## config.mk

```make
export PLATFORM = sky130hd
export DESIGN_NAME = bnc_ram
export DESIGN_NICKNAME = d
export VERILOG_FILES = /design/src/design/bnc_ram.sv
export SDC_FILE = /design/constraint.sdc
export NUM_CORES = 1
export LEC_CHECK = 0
export ABC_AREA = 1
export BUFFER_PORTS_ARGS = -buffer_cell sky130_fd_sc_hd__buf_4
export CAP_MARGIN = 10
export CORE_AREA = 3 3 116 118
export DETAILED_ROUTE_END_ITERATION = 16
export DIE_AREA = 0 0 119 121
export SLEW_MARGIN = 5
export SYNTH_ARGS = -nofsm -noshare
export SYNTH_HDL_FRONTEND = slang
export SYNTH_SLANG_ARGS = --single-unit
```

## constraint.sdc

```tcl
create_clock -name clk -period 1.9 [get_ports clk]
set_input_delay 0.38 -clock clk [delete_from_list [all_inputs] [get_ports clk]]
set_output_delay 0.38 -clock clk [all_outputs]
set_load 0.005 [all_outputs]
```

## src/design/bnc_ram.sv

```systemverilog
// Generic single-write, single-read RAM with registered read data.
`default_nettype none
module bnc_ram #(
  parameter int unsigned WIDTH = 2,
  parameter int unsigned DEPTH = 64
) (
  input  wire logic                     clk,
  input  wire logic                     we,
  input  wire logic [$clog2(DEPTH)-1:0] waddr,
  input  wire logic [WIDTH-1:0]         wdata,
  input  wire logic [$clog2(DEPTH)-1:0] raddr,
  output logic      [WIDTH-1:0]         rdata
);

  logic [WIDTH-1:0] mem [DEPTH];

  always_ff @(posedge clk) begin
    if (we) begin
      mem[waddr] <= wdata;
    end
    rdata <= mem[raddr];
  end

endmodule
`default_nettype wire

```

==> flow_metrics.env <==
export IMPL_dr_max_layer_used="met4"
export IMPL_hold_viol_final=0
export IMPL_holdBufCountCts=0
export IMPL_firstDrtPassIters=5
export IMPL_grt_pass1_wl_um=20900
export IMPL_cp_end_kind="flip-flop"
export IMPL_crit_fanout=8
export IMPL_post_drt_wl_per_cell_um=17.7
export IMPL_status="finished, final reports clean"
export IMPL_worstPathRequired_ps=1940
export IMPL_placed_area_mm2=0.00594
export IMPL_met1_length_um=5500
export IMPL_arrival_ps=1440
export IMPL_die_w_um=119
export IMPL_nFillCells=1122
export IMPL_std_cell_rows=41
export IMPL_ioPinCount=18
export IMPL_grt_setup_unrepaired="no"
export IMPL_die_h_um=121
export IMPL_clock_sinks=130
export IMPL_ant_nets=0
export IMPL_drive_gt1_frac=0.113
export IMPL_yosys_warnings=0
export IMPL_tns_ps=0
export IMPL_met2_length_um=6350
export IMPL_vias=3828
export IMPL_dieArea_mm2=0.0144
export IMPL_final_cell_mix="nand2_1 (162), edfxtp_1 (128), nand3_1 (115)"
export IMPL_root_buffer="clkbuf_16"
export IMPL_remaining_drc_errors=0
export IMPL_cts_setup_buffers=0
export IMPL_clock_fmax_ghz=0.715
export IMPL_fin_area_mm2=0.00654
export IMPL_tritoncts_num_buffers=17
export IMPL_syn_avg_cell_area_um2=10.8
export IMPL_route_met3_wl_um=920
export IMPL_synth_nets=536
export IMPL_syn2layout_area_growth_pct=16.4
export IMPL_htreeDepth=4
export IMPL_drv_slew=0
export IMPL_report_final_setup_viol=0
export IMPL_fin_crit_ps=1400
export IMPL_diodes=0
export IMPL_vias_per_cell=5.24
export IMPL_mostFrequentLayoutCell="nand2_1"
export IMPL_max_slew_margin=0.570
export IMPL_core_area_mm2=0.0126
export IMPL_clkLatencyLatePin_ps=410
export IMPL_io_buffers=17
export IMPL_ys_ff_latch=130
export IMPL_ir_drop_v=0.000514
export IMPL_worst_pin_slew_ps=639
export IMPL_synth_cell_types=13
export IMPL_gp_congestion=0.771
export IMPL_final_core_util=0.520
export IMPL_min_period_over_period=0.736
export IMPL_antenna_found_initial=0
export IMPL_finalWirelength_um=12900
export IMPL_hold_path_class="primary input to flip-flop"
export IMPL_grt_max_degree=65
export IMPL_regArea_mm2=0.00388
export IMPL_tritoncts="built"
export IMPL_grt_pass1_vias=3988
export IMPL_start_util=0.447
export IMPL_final_setup_skew_ps=4.80
export IMPL_clkTransAtPathRegs_ps=60
export IMPL_grt_use_total=0.194
export IMPL_dp_hpwl_um=7960
export IMPL_ys_seq_area_frac=0.692
export IMPL_critical_path_class="primary input to flip-flop"
export IMPL_cts_resized=0
export IMPL_p_per_area_mw_per_mm2=1060
export IMPL_nNetsFinal=563
export IMPL_multi_input_area_mm2=0.00150
export IMPL_synth_cells=520
export IMPL_startpoint_type="primary input"
export IMPL_max_cap_viol_count=0
export IMPL_cts_buffer_depth=2
export IMPL_syn_area_mm2=0.00561
export IMPL_drtIter0Drc=323
export IMPL_overflow=0
export IMPL_p_leak_nw=2.37
-- worst max-delay path, cell delays in order --
cell     delay (ps)
buf_4           130
inv_1           100
nand4_1         260
nor4_1          570
-- kinds of logic (layout without fill, tap and decap cells) --
group,after synthesis,after routing,synth area share
and+or+nand+nor,350,350,0.267
DFF,130,130,0.692
buffers and inverters,40,79,0.0410
-- worst paths after layout --
check / from / to / slack (ps) / depth (start not counted)
setup / recovery: waddr[3] / mem[48][1]$_DFFE_PP_ / 500 / 4
hold / removal: raddr[5] / rdata[0]$_DFF_P_ / 220 / 3
setup reg to reg: mem[5][1]$_DFFE_PP_ / rdata[1]$_DFF_P_ / 760 / 8
hold reg to reg: mem[40][1]$_DFFE_PP_ / rdata[1]$_DFF_P_ / 800 / 8
-- layer usage --
metal  vias to the layer above  GRT usage
met1                      1836      0.252
met3                        15     0.0541
li1                       1869          -
met4                         0     0.0746
met2                       108      0.312
met5                         -          0
-- per-stage QoR --
step                total power, mW  cells  hold WS [ps]  setup WS, ps
floorplan                      3.49    520           479           396
global placement               3.65    700           640           189
detailed placement             3.66    700           633           116
CTS                            6.96    731           203           529
global route                   7.14    731           212           442
finish                         6.90    731           222           502
-- cells in the mapped netlist --
| cell type | instances | area, um2 |
|---|---|---|
| buf_2 | 13 | 65.1 |
| buf_4 | 5 | 37.5 |
| buf_6 | 6 | 67.6 |
| clkbuf_1 | 4 | 15.0 |
| dfxtp_1 | 2 | 40.0 |
| edfxtp_1 | 128 | 3840 |
| inv_1 | 11 | 41.3 |
| inv_2 | 1 | 3.75 |
| nand2_1 | 162 | 608 |
| nand3_1 | 115 | 576 |
| nand4_1 | 9 | 56.3 |
| nor2_1 | 56 | 210 |
| nor4_1 | 8 | 50.1 |
-- final cells by class --
cell class | count | share of cell area
Sequential cell | 130 | 0.594
Multi-Input combinational cell | 350 | 0.230
Clock buffer | 18 | 0.0657
Timing Repair Buffer | 36 | 0.0452
Tap cell | 172 | 0.0329
Clock inverter | 13 | 0.0257
Inverter | 12 | 0.00689
-- registers in the layout (all words and copies together) (netlist names) --
name	flops
mem	128
rdata	2
-- power breakdown --
part	total [mW]	internal, mW	leakage [nW]	switching [mW]
Combinational	0.412	0.126	0.917	0.287
Sequential	3.18	3.18	1.17	0.00712
Clock	3.30	2.16	0.282	1.14
(Power assumes the default switching activity.)
